===== config.mk =====
export PLATFORM = sky130hd
export DESIGN_NAME = weighted_moving_average_top
export DESIGN_NICKNAME = d
export VERILOG_FILES = /design/src/hdl/wma_pkg.sv /design/src/hdl/wma_ram.sv /design/src/hdl/wma_divider.sv /design/src/hdl/weighted_moving_average_top.sv
export SDC_FILE = /design/constraint.sdc
export NUM_CORES = 1
export LEC_CHECK = 0
export BUFFER_PORTS_ARGS = -buffer_cell sky130_fd_sc_hd__buf_2
export CAP_MARGIN = 20
export CORE_UTILIZATION = 40
export CTS_CLUSTER_DIAMETER = 60
export DETAILED_ROUTE_END_ITERATION = 16
export REMOVE_ABC_BUFFERS = 1
export SLEW_MARGIN = 20
export SYNTH_ARGS = -nofsm -noshare
export SYNTH_HDL_FRONTEND = slang
export SYNTH_SLANG_ARGS = --single-unit

===== constraint.sdc =====
create_clock -name clock -period 12.46 [get_ports clock]
set_clock_uncertainty 0.15 [all_clocks]
set_input_delay 0 -clock clock [delete_from_list [all_inputs] [get_ports clock]]
set_output_delay 0 -clock clock [all_outputs]
set_load 0.02 [all_outputs]

===== src/hdl/wma_pkg.sv =====
// Shared constants, types and state codes for the weighted moving average block.
package wma_pkg;

   localparam int DEPTH_DEFAULT         = 16;
   localparam int SAMPLE_BITS_DEFAULT   = 16;
   localparam int FRACTION_BITS_DEFAULT = 4;

   localparam int                     LENGTH_BITS  = 5;
   localparam logic [LENGTH_BITS-1:0] LENGTH_RESET = 5'd16;

   typedef enum logic [1:0] {
      ST_IDLE,
      ST_UPDATE,
      ST_DIVIDE,
      ST_DONE
   } state_type;

   typedef struct packed {
      logic start;
      logic negative;
   } div_ctrl_type;

endpackage


===== src/hdl/wma_ram.sv =====
// Generic single-port-write, single-port-read RAM with registered read data.
module wma_ram #(
   parameter int WIDTH = 16,
   parameter int DEPTH = 16
) (
   input  logic                     clock,
   input  logic                     wr_en,
   input  logic [$clog2(DEPTH)-1:0] wr_addr,
   input  logic [WIDTH-1:0]         wr_data,
   input  logic                     rd_en,
   input  logic [$clog2(DEPTH)-1:0] rd_addr,
   output logic [WIDTH-1:0]         rd_data
);

   logic [WIDTH-1:0] mem_ff [DEPTH];
   logic [WIDTH-1:0] rd_data_ff;

   always_ff @(posedge clock) begin
      if (wr_en) begin
         mem_ff[wr_addr] <= wr_data;
      end
      if (rd_en) begin
         rd_data_ff <= mem_ff[rd_addr];
      end
   end

   assign rd_data = rd_data_ff;

endmodule


===== src/hdl/wma_divider.sv =====
// Bit-serial restoring divider for the sign and magnitude of the weighted sum.
module wma_divider #(
   parameter int DIVIDEND_BITS = 28,
   parameter int DIVISOR_BITS  = 8,
   parameter int QUOTIENT_BITS = 20
) (
   input  logic                            clock,
   input  logic                            reset,
   input  wma_pkg::div_ctrl_type           ctrl,
   input  logic [DIVIDEND_BITS-1:0]        dividend,
   input  logic [DIVISOR_BITS-1:0]         divisor,
   output logic                            done,
   output logic signed [QUOTIENT_BITS-1:0] quotient
);

   localparam int CB = $clog2(DIVIDEND_BITS);

   logic                     busy_ff, busy_in;
   logic                     done_ff, done_in;
   logic [CB-1:0]            count_ff, count_in;
   logic [DIVISOR_BITS-1:0]  rem_ff, rem_in;
   logic [DIVIDEND_BITS-1:0] quo_ff, quo_in;
   logic [DIVISOR_BITS-1:0]  dvsr_ff, dvsr_in;
   logic                     neg_ff, neg_in;

   logic [DIVISOR_BITS:0]    rem_shift;
   logic                     fits;
   logic [QUOTIENT_BITS-1:0] q_mag;

   always_comb begin
      rem_shift = {rem_ff, quo_ff[DIVIDEND_BITS-1]};
      fits      = rem_shift >= {1'b0, dvsr_ff};
      busy_in   = busy_ff;
      done_in   = 1'b0;
      count_in  = count_ff;
      rem_in    = rem_ff;
      quo_in    = quo_ff;
      dvsr_in   = dvsr_ff;
      neg_in    = neg_ff;
      if (ctrl.start) begin
         busy_in  = 1'b1;
         count_in = '0;
         rem_in   = '0;
         quo_in   = dividend;
         dvsr_in  = divisor;
         neg_in   = ctrl.negative;
      end else if (busy_ff) begin
         rem_in   = fits ? DIVISOR_BITS'(rem_shift - {1'b0, dvsr_ff})
                         : DIVISOR_BITS'(rem_shift);
         quo_in   = {quo_ff[DIVIDEND_BITS-2:0], fits};
         count_in = count_ff + CB'(1);
         if (count_ff == CB'(DIVIDEND_BITS - 1)) begin
            busy_in = 1'b0;
            done_in = 1'b1;
         end
      end
   end

   always_ff @(posedge clock) begin
      if (reset) begin
         busy_ff <= 1'b0;
         done_ff <= 1'b0;
      end else begin
         busy_ff <= busy_in;
         done_ff <= done_in;
      end
      count_ff <= count_in;
      rem_ff   <= rem_in;
      quo_ff   <= quo_in;
      dvsr_ff  <= dvsr_in;
      neg_ff   <= neg_in;
   end

   assign q_mag    = quo_ff[QUOTIENT_BITS-1:0];
   assign quotient = neg_ff ? -q_mag : q_mag;
   assign done     = done_ff;

endmodule


===== src/hdl/weighted_moving_average_top.sv =====
// Top level of the linearly weighted moving average with running sums and serial divide.
// A request is accepted only while the block is idle; it then passes through the update,
// divide and done states, and the done state waits while a held response is stalled.
// One request is in flight at a time; the next is taken once the response is loaded,
// at a pace set by the bit-serial divider (one quotient bit per cycle) and output stalls.
// Synchronous reset empties the window and sets the window length to 16.
module weighted_moving_average_top #(
   parameter int DEPTH         = wma_pkg::DEPTH_DEFAULT,
   parameter int SAMPLE_BITS   = wma_pkg::SAMPLE_BITS_DEFAULT,
   parameter int FRACTION_BITS = wma_pkg::FRACTION_BITS_DEFAULT
) (
   input  logic                                        clock,
   input  logic                                        reset,
   input  logic                                        req_valid,
   output logic                                        req_stall,
   input  logic signed [SAMPLE_BITS-1:0]               req_sample,
   input  logic                                        req_restart,
   output logic                                        rsp_valid,
   input  logic                                        rsp_stall,
   output logic signed [SAMPLE_BITS+FRACTION_BITS-1:0] rsp_average,
   output logic [$clog2(DEPTH+1)-1:0]                  rsp_fill_count,
   input  logic                                        csr_wr_en,
   input  logic [wma_pkg::LENGTH_BITS-1:0]             csr_wr_data
);

   localparam int AB = SAMPLE_BITS + FRACTION_BITS;
   localparam int FB = $clog2(DEPTH + 1);
   localparam int AW = $clog2(DEPTH);
   localparam int PB = SAMPLE_BITS + $clog2(DEPTH) + 1;
   localparam int WB = SAMPLE_BITS + $clog2(DEPTH * (DEPTH + 1) / 2);
   localparam int DB = WB + FRACTION_BITS;
   localparam int VB = $clog2(DEPTH * (DEPTH + 1) / 2 + 1);
   localparam int CW = (FB > wma_pkg::LENGTH_BITS) ? FB : wma_pkg::LENGTH_BITS;
   localparam int PW = SAMPLE_BITS + FB + 1;
   localparam int NB = 2 * FB + 1;

   wma_pkg::state_type state_ff, state_in;

   logic [wma_pkg::LENGTH_BITS-1:0] window_ff, window_in;
   logic [AW-1:0]                   pos_ff, pos_in;
   logic [FB-1:0]                   fill_ff, fill_in;
   logic signed [WB-1:0]            wsum_ff, wsum_in;
   logic signed [PB-1:0]            psum_ff, psum_in;
   logic signed [SAMPLE_BITS-1:0]   sample_ff, sample_in;
   logic                            restart_ff, restart_in;
   logic                            rsp_valid_ff, rsp_valid_in;
   logic signed [AB-1:0]            rsp_average_ff, rsp_average_in;
   logic [FB-1:0]                   rsp_fill_ff, rsp_fill_in;

   logic                 accept;
   logic                 load_rsp;
   logic [CW-1:0]        len_wide;
   logic [FB-1:0]        len;
   logic [AW-1:0]        pos_base;
   logic [FB-1:0]        fill_base;
   logic signed [WB-1:0] wsum_base;
   logic signed [PB-1:0] psum_base;
   logic                 full;
   logic [FB-1:0]        fill_upd;
   logic [FB-1:0]        mult_operand;
   logic signed [PW-1:0] prod;
   logic signed [WB-1:0] wsum_upd;
   logic signed [PB-1:0] psum_upd;
   logic [FB-1:0]        pos_inc;
   logic [AW-1:0]        pos_upd;
   logic [NB-1:0]        tri_prod;
   logic [VB-1:0]        divisor;
   logic [WB-1:0]        wsum_mag;
   logic [DB-1:0]        dividend;
   logic [SAMPLE_BITS-1:0] ring_rd_data;
   logic                 ring_wr_en;

   wma_pkg::div_ctrl_type div_ctrl;
   logic                  div_done;
   logic signed [AB-1:0]  div_quotient;

   assign accept = req_valid && !req_stall;

   always_comb begin
      len_wide = CW'(window_ff);
      if (window_ff == '0) begin
         len = FB'(1);
      end else if (len_wide > CW'(DEPTH)) begin
         len = FB'(DEPTH);
      end else begin
         len = FB'(len_wide);
      end
   end

   always_comb begin
      pos_base     = restart_ff ? '0 : pos_ff;
      fill_base    = restart_ff ? '0 : fill_ff;
      wsum_base    = restart_ff ? '0 : wsum_ff;
      psum_base    = restart_ff ? '0 : psum_ff;
      full         = fill_base >= len;
      fill_upd     = full ? fill_base : fill_base + FB'(1);
      mult_operand = full ? len : fill_upd;
      prod         = $signed({1'b0, mult_operand}) * sample_ff;
      if (full) begin
         wsum_upd = wsum_base - WB'(psum_base) + WB'(prod);
         psum_upd = psum_base - PB'($signed(ring_rd_data)) + PB'(sample_ff);
      end else begin
         wsum_upd = wsum_base + WB'(prod);
         psum_upd = psum_base + PB'(sample_ff);
      end
      pos_inc  = FB'(pos_base) + FB'(1);
      pos_upd  = (pos_inc >= len) ? '0 : AW'(pos_inc);
      tri_prod = NB'(fill_upd) * (NB'(fill_upd) + NB'(1));
      divisor  = VB'(tri_prod >> 1);
      wsum_mag = wsum_upd[WB-1] ? -wsum_upd : wsum_upd;
      dividend = DB'(wsum_mag) << FRACTION_BITS;
   end

   always_comb begin
      state_in          = state_ff;
      req_stall         = 1'b1;
      ring_wr_en        = 1'b0;
      load_rsp          = 1'b0;
      div_ctrl.start    = 1'b0;
      div_ctrl.negative = wsum_upd[WB-1];
      unique case (state_ff)
         wma_pkg::ST_IDLE: begin
            req_stall = 1'b0;
            if (req_valid) begin
               state_in = wma_pkg::ST_UPDATE;
            end
         end
         wma_pkg::ST_UPDATE: begin
            ring_wr_en     = 1'b1;
            div_ctrl.start = 1'b1;
            state_in       = wma_pkg::ST_DIVIDE;
         end
         wma_pkg::ST_DIVIDE: begin
            if (div_done) begin
               state_in = wma_pkg::ST_DONE;
            end
         end
         wma_pkg::ST_DONE: begin
            if (!rsp_valid_ff || !rsp_stall) begin
               load_rsp = 1'b1;
               state_in = wma_pkg::ST_IDLE;
            end
         end
         default: begin
            state_in = wma_pkg::ST_IDLE;
         end
      endcase
   end

   always_comb begin
      window_in      = window_ff;
      pos_in         = pos_ff;
      fill_in        = fill_ff;
      wsum_in        = wsum_ff;
      psum_in        = psum_ff;
      sample_in      = accept ? req_sample : sample_ff;
      restart_in     = accept ? req_restart : restart_ff;
      rsp_average_in = load_rsp ? div_quotient : rsp_average_ff;
      rsp_fill_in    = load_rsp ? fill_ff : rsp_fill_ff;
      rsp_valid_in   = load_rsp ? 1'b1 : (rsp_valid_ff && rsp_stall);
      if (csr_wr_en) begin
         window_in = csr_wr_data;
         pos_in    = '0;
         fill_in   = '0;
         wsum_in   = '0;
         psum_in   = '0;
      end else if (state_ff == wma_pkg::ST_UPDATE) begin
         pos_in  = pos_upd;
         fill_in = fill_upd;
         wsum_in = wsum_upd;
         psum_in = psum_upd;
      end
   end

   always_ff @(posedge clock) begin
      if (reset) begin
         state_ff     <= wma_pkg::ST_IDLE;
         window_ff    <= wma_pkg::LENGTH_RESET;
         pos_ff       <= '0;
         fill_ff      <= '0;
         wsum_ff      <= '0;
         psum_ff      <= '0;
         rsp_valid_ff <= 1'b0;
      end else begin
         state_ff     <= state_in;
         window_ff    <= window_in;
         pos_ff       <= pos_in;
         fill_ff      <= fill_in;
         wsum_ff      <= wsum_in;
         psum_ff      <= psum_in;
         rsp_valid_ff <= rsp_valid_in;
      end
      sample_ff      <= sample_in;
      restart_ff     <= restart_in;
      rsp_average_ff <= rsp_average_in;
      rsp_fill_ff    <= rsp_fill_in;
   end

   wma_ram #(
      .WIDTH (SAMPLE_BITS),
      .DEPTH (DEPTH)
   ) u_ring (
      .clock   (clock),
      .wr_en   (ring_wr_en),
      .wr_addr (pos_base),
      .wr_data (sample_ff),
      .rd_en   (accept),
      .rd_addr (req_restart ? '0 : pos_ff),
      .rd_data (ring_rd_data)
   );

   wma_divider #(
      .DIVIDEND_BITS (DB),
      .DIVISOR_BITS  (VB),
      .QUOTIENT_BITS (AB)
   ) u_divider (
      .clock    (clock),
      .reset    (reset),
      .ctrl     (div_ctrl),
      .dividend (dividend),
      .divisor  (divisor),
      .done     (div_done),
      .quotient (div_quotient)
   );

   assign rsp_valid      = rsp_valid_ff;
   assign rsp_average    = rsp_average_ff;
   assign rsp_fill_count = rsp_fill_ff;

endmodule

Word-level counts from Yosys, hierarchy flattened
Memories as Yosys holds them, arrays and structs flattened. A register that Yosys moved wholly into a read port is not among the register bits. Cells that the tools add are included.

Bits in registers: 156. Bits in writable memories: 256. Bits of input ports: 27. Output and inout port bits: 27. Logic and storage cells: 90. Memories: 1.

Add/subtract/negate cells: 13. Multiply operators: 2. $lt $le $gt $ge: 4. Equal/unequal tests: 7. Mux-type cells: 32. Bitwise logic cells: 1. Reduce and logical (&&, ||, !) cells: 11.

Memories: u_ring.mem_ff (depth 16, bits a word 16, read ports 1, clocked after memory_dff 1, wr ports 1, line wma_ram.sv:15) `logic [WIDTH-1:0] mem_ff [DEPTH];`.

Operators with widths (count): $mux W24 (3); $mux W28 (2); $add A24 B22 Y24 (2); $add A21 B16 Y21 (2); $mux W21 (2); $mux W5 (5); $neg A24 Y24 (1); $sub A24 B21 Y24 (1); $mul A6 B16 Y22 (1); $sub A21 B16 Y21 (1); $mux W20 (1); $neg A20 Y20 (1); $mux W4 (3); $mux W1 (11); $add A5 B1 Y5 const B (2); $ge A5 B5 Y1 (2); $ge A9 B8 Y1 (1); $mul A5 B6 Y9 (1); $mux W8 (1); $pmux W2 S4 (1); $sub A8 B8 Y8 (1); $add A5 B1 Y6 const B (1); $mux W2 (3); $add A4 B1 Y5 const B (1); other kinds (16) (20).

Longest topological paths before layout
Gate-level depths: netlist of the first run.

Depth in word-level cells: 12. Mapped depth: 48. Mapped depth without buffers: 43.

Modules after synthesis
From an unflattened synthesis of the first run, not the netlist that was laid out.

Cell total of the unflattened synthesis: 2476. Area total of the unflattened synthesis: 27807.9 um^2.

Modules (own cells, without submodules): weighted_moving_average_top (times used 1, cells an instance 1784, area an instance 14699.1 um^2, sequential area each 2502.4 um^2); wma_ram (times used 1, cells an instance 432, area an instance 10203.5 um^2, sequential area each 8167.8 um^2); wma_divider (times used 1, cells an instance 260, area an instance 2905.3 um^2, sequential area each 1411.4 um^2).

Worst setup path before layout of the first run
OpenSTA, ideal clock, no wires.

Kind: reg2reg. From: reg restart_ff. To: reg u_divider.quo_ff[26] (data pin). Library setup time: 0.257 ns. Arrival time: 9.693 ns. Required time: 12.053 ns. Setup slack: 2.360 ns. Stages on the path, launching flop included: 45. Path buffers: 8. Period minus slack after synthesis: 10.100 ns. Cell sequence: edfxtp_1 > nor2b_1 > inv_1 > ha_1 > nand2b_1 > a31oi_1 > o21a_1 > buf_2 > buf_2 > buf_2 > buf_2 > buf_1 > nor2_1 > a21oi_1 > clkbuf_1 > nor2_1 > fa_1 > fa_1 > (+9 left out) > a31oi_1 > nor2b_1 > o21a_1 > o41ai_1 > xor2_1 > fa_1 > inv_1 > ha_1 > a21o_1 > a41oi_1 > o21ai_0 > o31a_1 > a31o_2 > buf_6 > and2_4 > buf_6 > or3_1 > a32o_1.

Word-level cells in the longest chain between the ends: 10. Elaborated cells between the ends (all ways): 15. Classes of those cells: add/sub: 5; mul: 1; order compare: 1; mux: 8.

Ends and longest elaborated chain: start, declared (line weighted_moving_average_top.sv:45) `logic restart_ff, restart_in;`; start signal, assigned (line weighted_moving_average_top.sv:194) `restart_ff <= restart_in;`; $mux W5 (line weighted_moving_average_top.sv:92) `fill_base = restart_ff ? '0 : fill_ff;`; $add A5 B1 Y5 or $ge A5 B5 Y1 (tied branches) (line weighted_moving_average_top.sv:96, weighted_moving_average_top.sv:95); $mux W5 (line weighted_moving_average_top.sv:96) `fill_upd = full ? fill_base : fill_base + FB'(1);`; $mux W5 (line weighted_moving_average_top.sv:97) `mult_operand = full ? len : fill_upd;`; $mul A6 B16 Y22 (line weighted_moving_average_top.sv:98) `prod = $signed({1'b0, mult_operand}) * sample_ff;`; $add A24 B22 Y24 (on tied branches) (line weighted_moving_average_top.sv:103, weighted_moving_average_top.sv:100); $mux W24 (*) (line weighted_moving_average_top.sv:99) `if (full) begin`; $neg A24 Y24 (line weighted_moving_average_top.sv:110) `wsum_mag = wsum_upd[WB-1] ? -wsum_upd : wsum_upd;`; $mux W24 (*) (line weighted_moving_average_top.sv:110); $mux W28 (*) (line wma_divider.sv:40) `if (ctrl.start) begin`; via u_divider.quo_in[26] (line wma_divider.sv:22) `logic [DIVIDEND_BITS-1:0] quo_ff, quo_in;`; end signal, assigned (line wma_divider.sv:69) `quo_ff <= quo_in;`; end, declared (line wma_divider.sv:22).

Mark *: on every way through the listed nets, which the timed path passes. The rest lies on a longest branch. A chain may end at the register's enable or synchronous reset.

Worst setup path after layout of the first run
From: reg restart_ff. To: reg u_divider.quo_ff[19] (data pin).

Same word-level chain as after synthesis.

==> results of run 1 <==
-- cell type report --
type / instances / area (um2)
well taps: 931 / 1165
inverters: 295 / 1107
clock inverters: 30 / 354.1
fillers: 6423 / 37280
repair buffers: 150 / 1129
multi-input cells: 1913 / 14640
flip-flops and latches: 428 / 12040
clock buffers: 62 / 1348
-- power by group through the flow --
stage | Sequential [mW] | Clock [mW] | Combinational (mW)
after floorplan | 1.98 | 0 | 3.36
after global placement | 1.99 | 0 | 4.33
after detailed placement | 2.00 | 0 | 4.42
after CTS | 1.97 | 1.54 | 4.46
after global routing | 1.99 | 1.59 | 5.02
final | 1.96 | 1.50 | 4.47
-- registers in the layout (all words and copies together), names as in the netlist --
register            flops
psum_ff                21
u_divider.quo_ff       28
rsp_valid               1
u_divider.busy_ff       1
u_divider.neg_ff        1
u_ring.mem_ff         256
len_wide                5
wsum_ff                24
restart_ff              1
rsp_fill_count          5
sample_ff              16
pos_ff                  4
rsp_average            20
u_divider.rem_ff        8
fill_ff                 5
u_divider.count_ff      5
state_ff                2
u_divider.dvsr_ff       8
u_divider.done          1
u_ring.rd_data         16
-- kinds of logic (layout without fill, tap and decap cells) --
family	Yosys count	after routing	synth area share
AOI/OAI and AO/OA	619	619	0.1455
xor gates and xnor gates	125	125	0.03891
adders and majority gates	286	286	0.1555
buffers and inverters	403	537	0.05506
DFF	428	428	0.4280
muxes	106	106	0.03994
and+or+nand+nor	777	777	0.1372
-- worst max-delay path, delay by kind of cell (launching register included) --
kind	cells	cell delay, ns
xor+xnor	1	0.19
flops	1	0.46
buf+inv	6	1.06
compound gates	15	4.03
simple gates	7	1.76
fa+ha+maj	7	3.03
-- path summary, 6_finish.rpt --
kind	slack, ns	from	cells after the start	endpoint
setup / recovery	1.52	restart_ff	36	u_divider.quo_ff[19]
hold / removal	0.14	reset	3	u_divider.busy_ff
setup reg to reg	1.52	restart_ff	36	u_divider.quo_ff[19]
hold reg to reg	0.29	fill_ff[2]	0	rsp_fill_count[2]
-- per-stage QoR --
| step | power [mW] | cells | util | instance area [um2] |
|---|---|---|---|---|
| floorplan | 5.340 | 2636 | - | 27690 |
| global placement | 6.315 | 3663 | 0.4278 | 29550 |
| detailed placement | 6.415 | 3663 | 0.4278 | 29550 |
| CTS | 7.965 | 3809 | 0.4603 | 31790 |
| global route | 8.599 | 3809 | 0.4603 | 31790 |
| finish | 7.933 | 3809 | 0.4603 | 31790 |
-- metal layers --
| metal | global-route usage | part of all wire | wire length, um | up-vias |
|---|---|---|---|---|
| li1 | - | - | - | 9887 |
| met1 | 0.2513 | 0.46 | 30960 | 9926 |
| met2 | 0.3350 | 0.48 | 32690 | 383 |
| met3 | 0.02271 | 0.036 | 2400 | 107 |
| met4 | 0.05297 | 0.022 | 1453 | 0 |
| met5 | 0 | 0 | 0 | - |
-- layout by cell type, fill, tap and decap left out, drive strengths merged, types with 47 or more instances in the layout --
cell type | netlist | layout
a21oi | 179 | 179
nand2b | 74 | 74
ha | 180 | 180
xnor2 | 91 | 91
inv | 295 | 300
dlygate4sd3 | 0 | 54
nor2 | 192 | 192
dfxtp | 81 | 81
o21ai | 144 | 144
mux2 | 50 | 50
buf | 26 | 96
a211oi | 58 | 58
mux2i | 56 | 56
nor2b | 52 | 52
and2 | 60 | 60
fa | 106 | 106
nand2 | 201 | 201
clkbuf | 82 | 62
nor3 | 47 | 47
edfxtp | 347 | 347
==> run metrics, run 1 <==
Routed Antenna Nets=0; Logic pwr share=0.563; type of origin of the critical path=register; ys async rst share=0; worst-case clock buffer depth=3; CTS hold repair buffers=54; sequential fraction of the synthesis area=0.4280; Root Driver=clkbuf_16; clock share of power=0.189; Main synth FF type=edfxtp_1; full die area=about 71000 um2; H-tree Lvls=2; worst path arrival time=~11 ns; diode count=0; clock sinks=428; critical path's slowest cell=buf_4; switch share=0.4390; Crit. End Element=register; router iterations before antenna repair=5; unique cell type count in the Yosys netlist=92; Port-buffer cells=53; switching pwr=about 3.5 mW; RSZ-0062 raised after global routing=false; Post-Syn Area=roughly 28000 um2; leading area contributor after synthesis=edfxtp_1; Layout area overhead=12.99%; worst vdd ir=~0.00015 V; Post-Syn Instances=around 2700; FF+latch count, synth=around 430; kind of critical path=reg -> reg; DP HPWL=47580 um; drt initial violations=around 970; Final setup viols=0; Max Cap Viol=0; Rows=96; post-synth top area share=0.3704; outcome=finished, final reports clean; Post-CTS Resized=0; Place WS=~1.7 ns; Final min period=10.94 ns; GR Util All Layers=0.1925; die width=approximately 270 um; effective utilization at floorplan=0.4074; Setup TNS Final=0 ns; Post-synth EDFFs=about 350; Final Wtd Congestion=between 0.9 and 1; synth top area cells=edfxtp_1 (37%), ha_1 (8.0%), fa_1 (7.5%); IO Pins=54; internal power=between 4 and 5 mW; Worst-path clk slew=approximately 0.060 ns; detailed-route DRC error count=0; routed wire length per instance=roughly 18 um; CTS buffer count=49; Tightest Hold Check Type=in -> reg; GRT overflow=0; Rel. slew slack=0.3005; CP required=about 13 ns; P_leak=between 10 and 15 nW; worst-margin pin slew=roughly 1.0 ns; initial antenna violation count=1; Post-synth top cells=edfxtp_1 (347), inv_1 (294), nand2_1 (201); pin count of the biggest net entering global routing=66; Worst path max stage delay=0.62 ns; routed wire length=~67000 um; Final Max Tran Viols=0; most common cell in the synthesized netlist=edfxtp_1; clk_lat worst skew=~0.62 ns; Die Y=between 200 and 300 um; hold slack=roughly 0.14 ns; Reg power frac=0.248; postcts setup bufs=0; routed vias=20300; first-pass GRT wire length=approximately 110000 um; fmax=just over 0.09 GHz; Final #Nets=around 3200; Hold Vio Cnt, Final=0; Pwr Density=between 200 and 250 nW/um2; yosys warns=0; CORE AREA=a little under 70000 um2; final worst slack=1.521 ns; CTS tree=yes; Period Utilization, post-route=0.8779; vias per inst=5.330; CP max FO=just over 60; syn avg cell area=around 10 um2; layout cells sized above 1=0.09833; vias in the first global route=20670
No activity file was read; power rests on OpenSTA's default activity.
==> run 2: changes to the inputs <==
--- a/config.mk
+++ b/config.mk
@@ -7,9 +7,10 @@
 export LEC_CHECK = 0
 export BUFFER_PORTS_ARGS = -buffer_cell sky130_fd_sc_hd__buf_2
 export CAP_MARGIN = 20
-export CORE_UTILIZATION = 40
+export CORE_UTILIZATION = 58
 export CTS_CLUSTER_DIAMETER = 60
 export DETAILED_ROUTE_END_ITERATION = 16
+export PLACE_DENSITY = 0.75
 export REMOVE_ABC_BUFFERS = 1
 export SLEW_MARGIN = 20
 export SYNTH_ARGS = -nofsm -noshare
==> run 2 against run 1 <==
  * Hold slack worse by 0.11 ns
  * Clock power fell by 8%
  * Power is 1.6% lower
  * Final area fell by 1.8%
  * Core utilization increased by 19 points
  * Sequential power hardly changed
  * Via count increased by 1.7%
  * Setup slack gained 0.081 ns
  * Non-clock buffer count down 3
  * Fmax is 0.75% higher
  * Combinational power about the same
  * Critical path depth increased by 1
==> run metrics, run 2 (synthesized netlist as in run 1, its figures left out) <==
outcome=finished, final reports clean (unchanged); detailed-route DRC error count=0 (unchanged); Hold Vio Cnt, Final=0 (unchanged); pin count of the biggest net entering global routing=72 (was 66); worst-case clock buffer depth=3 (unchanged); Worst-path clk slew=0.07 ns (was 0.06 ns); CP required=12.66 ns (was 12.67 ns); DP HPWL=45730 um (was 47580 um); clock sinks=428 (unchanged); hold slack=0.03559 ns (was 0.1442 ns); die width=222.2 um (was 267.2 um); Pwr Density=250.3 nW/um2 (was 249.6 nW/um2); vias per inst=5.924 (was 5.330); routed vias=20650 (was 20300); grt peak-use layer=met2 (unchanged); Period Utilization, post-route=0.8714 (was 0.8779); routed wire length=66900 um (was 67500 um); M3 GR Usage=0.02923 (was 0.02271); vias in the first global route=21130 (was 20670); routed wire length per instance=19.20 um (was 17.72 um); most frequent cells in the layout=edfxtp_1 (347), inv_1 (294), nand2_1 (201) (unchanged); max reg flops=256 (unchanged); final worst slack=1.602 ns (was 1.521 ns); crit-path leading delay family=compound AO/OA/AOI/OAI gates (unchanged); Port-buffer cells=53 (unchanged); full die area=49390 um2 (was 71400 um2); met2 Track Usage GR=0.4853 (was 0.3350); Place WS=1.708 ns (was 1.655 ns); Finished Layout Cells=3485 (was 3809); GR Util All Layers=0.2737 (was 0.1925); diode count=0 (unchanged); Largest Register=u_ring.mem_ff (unchanged); worst-margin pin slew=1.054 ns (was 1.049 ns); CORE AREA=47750 um2 (was 69070 um2); CP max FO=62 (unchanged); layout cells sized above 1=0.09547 (was 0.09833); Final Wtd Congestion=0.9148 (was 0.9286); GRT overflow=0 (unchanged); IO Pins=54 (unchanged); Max Cap Viol=0 (unchanged); router iterations before antenna repair=7 (was 5); worst vdd ir=0.0001621 V (was 0.0001467 V); Largest regs=u_ring.mem_ff: 256 flops, u_divider.quo_ff: 28 flops, wsum_ff: 24 flops (unchanged); Finished Cell Area=31200 um2 (was 31790 um2); clk_lat worst skew=0.62 ns (about the same); H-tree Lvls=2 (unchanged); met1 layer usage reported by global route=0.3472 (was 0.2513); post-layout util=0.6535 (was 0.4603); fmax=0.09210 GHz (was 0.09141 GHz); Die Y=222.2 um (was 267.2 um); Post-CTS Resized=0 (unchanged); Crit path buffers/inverters=7 (was 6); effective utilization at floorplan=0.5893 (was 0.4074); Routed Antenna Nets=0 (unchanged); CTS tree=yes (unchanged); RSZ-0062 raised after global routing=false (unchanged); drt initial violations=1354 (was 966); type of origin of the critical path=register (unchanged); Rows=80 (was 96); Tightest Hold Check Type=in -> reg (unchanged); Final #Nets=3146 (was 3150); critical path's slowest cell=buf_4 (unchanged); commonest non-fill, non-tap cell in the layout=edfxtp_1 (unchanged); Final Max Tran Viols=0 (unchanged); Worst path max stage delay=0.58 ns (was 0.62 ns); Placed Instances=3344 (was 3663); Crit. End Element=register (unchanged); Rel. slew slack=0.2972 (was 0.3005); Final setup viols=0 (unchanged); initial antenna violation count=0 (was 1); kind of critical path=reg -> reg (unchanged); first-pass GRT wire length=108200 um (was 109700 um); Final min period=10.86 ns (was 10.94 ns); Root Driver=clkbuf_16 (unchanged); Layout area overhead=10.90% (was 12.99%); P_leak=12.96 nW (was 13.06 nW); Placed Instance Area=29120 um2 (was 29550 um2); total power=7.809 mW (was 7.933 mW); Setup TNS Final=0 ns (unchanged); CTS buffer count=48 (was 49); worst path arrival time=11.05 ns (was 11.15 ns)
## run 2: what timing repair did
item,in CTS,in global routing
hold endpoints to repair,67,0
buffers inserted,0,0
hold buffers,54,0
## run 2: cell type report
| cell class | count | area (um2) |
|---|---|---|
| multi-input cells | 1913 | 14630 |
| fillers | 3668 | 16540 |
| repair buffers | 147 | 1106 |
| inverters | 295 | 1107 |
| clock buffers | 62 | 1295 |
| clock inverters | 25 | 247.7 |
| well taps | 615 | 769.5 |
| flip-flops and latches | 428 | 12040 |
## run 2: final timing paths
path,start,to,slack [ns],cells after the start
max,restart_ff,u_divider.quo_ff[26],1.60,37
min,req_sample[6],sample_ff[6],0.04,2
max reg2reg,restart_ff,u_divider.quo_ff[26],1.60,37
min reg2reg,u_divider.rem_ff[7],u_divider.rem_ff[7],0.32,2
## run 2: worst reg2reg max path: cells and delay by family (launching register included)
kind | cells | cell delay (ns)
flip-flops | 1 | 0.38
AND/OR/NAND/NOR | 7 | 1.76
buffers and inverters | 7 | 1.29
AO/OA/AOI/OAI | 15 | 3.76
XOR/XNOR | 1 | 0.18
adder cells (fa/ha/maj) | 7 | 3.06
## run 2: power by group
part	total, mW	switching, mW	leakage [nW]	internal, mW
registers	1.98	0.159	3.83	1.82
logic	4.45	2.70	8.38	1.75
clock network	1.38	0.613	0.741	0.769
## run 2: routing by layer
metal	wire length (um)	vias up
met1	28530	10030
met4	1810	0
li1	-	9880
met2	33280	601
met5	0	-
met3	3279	138
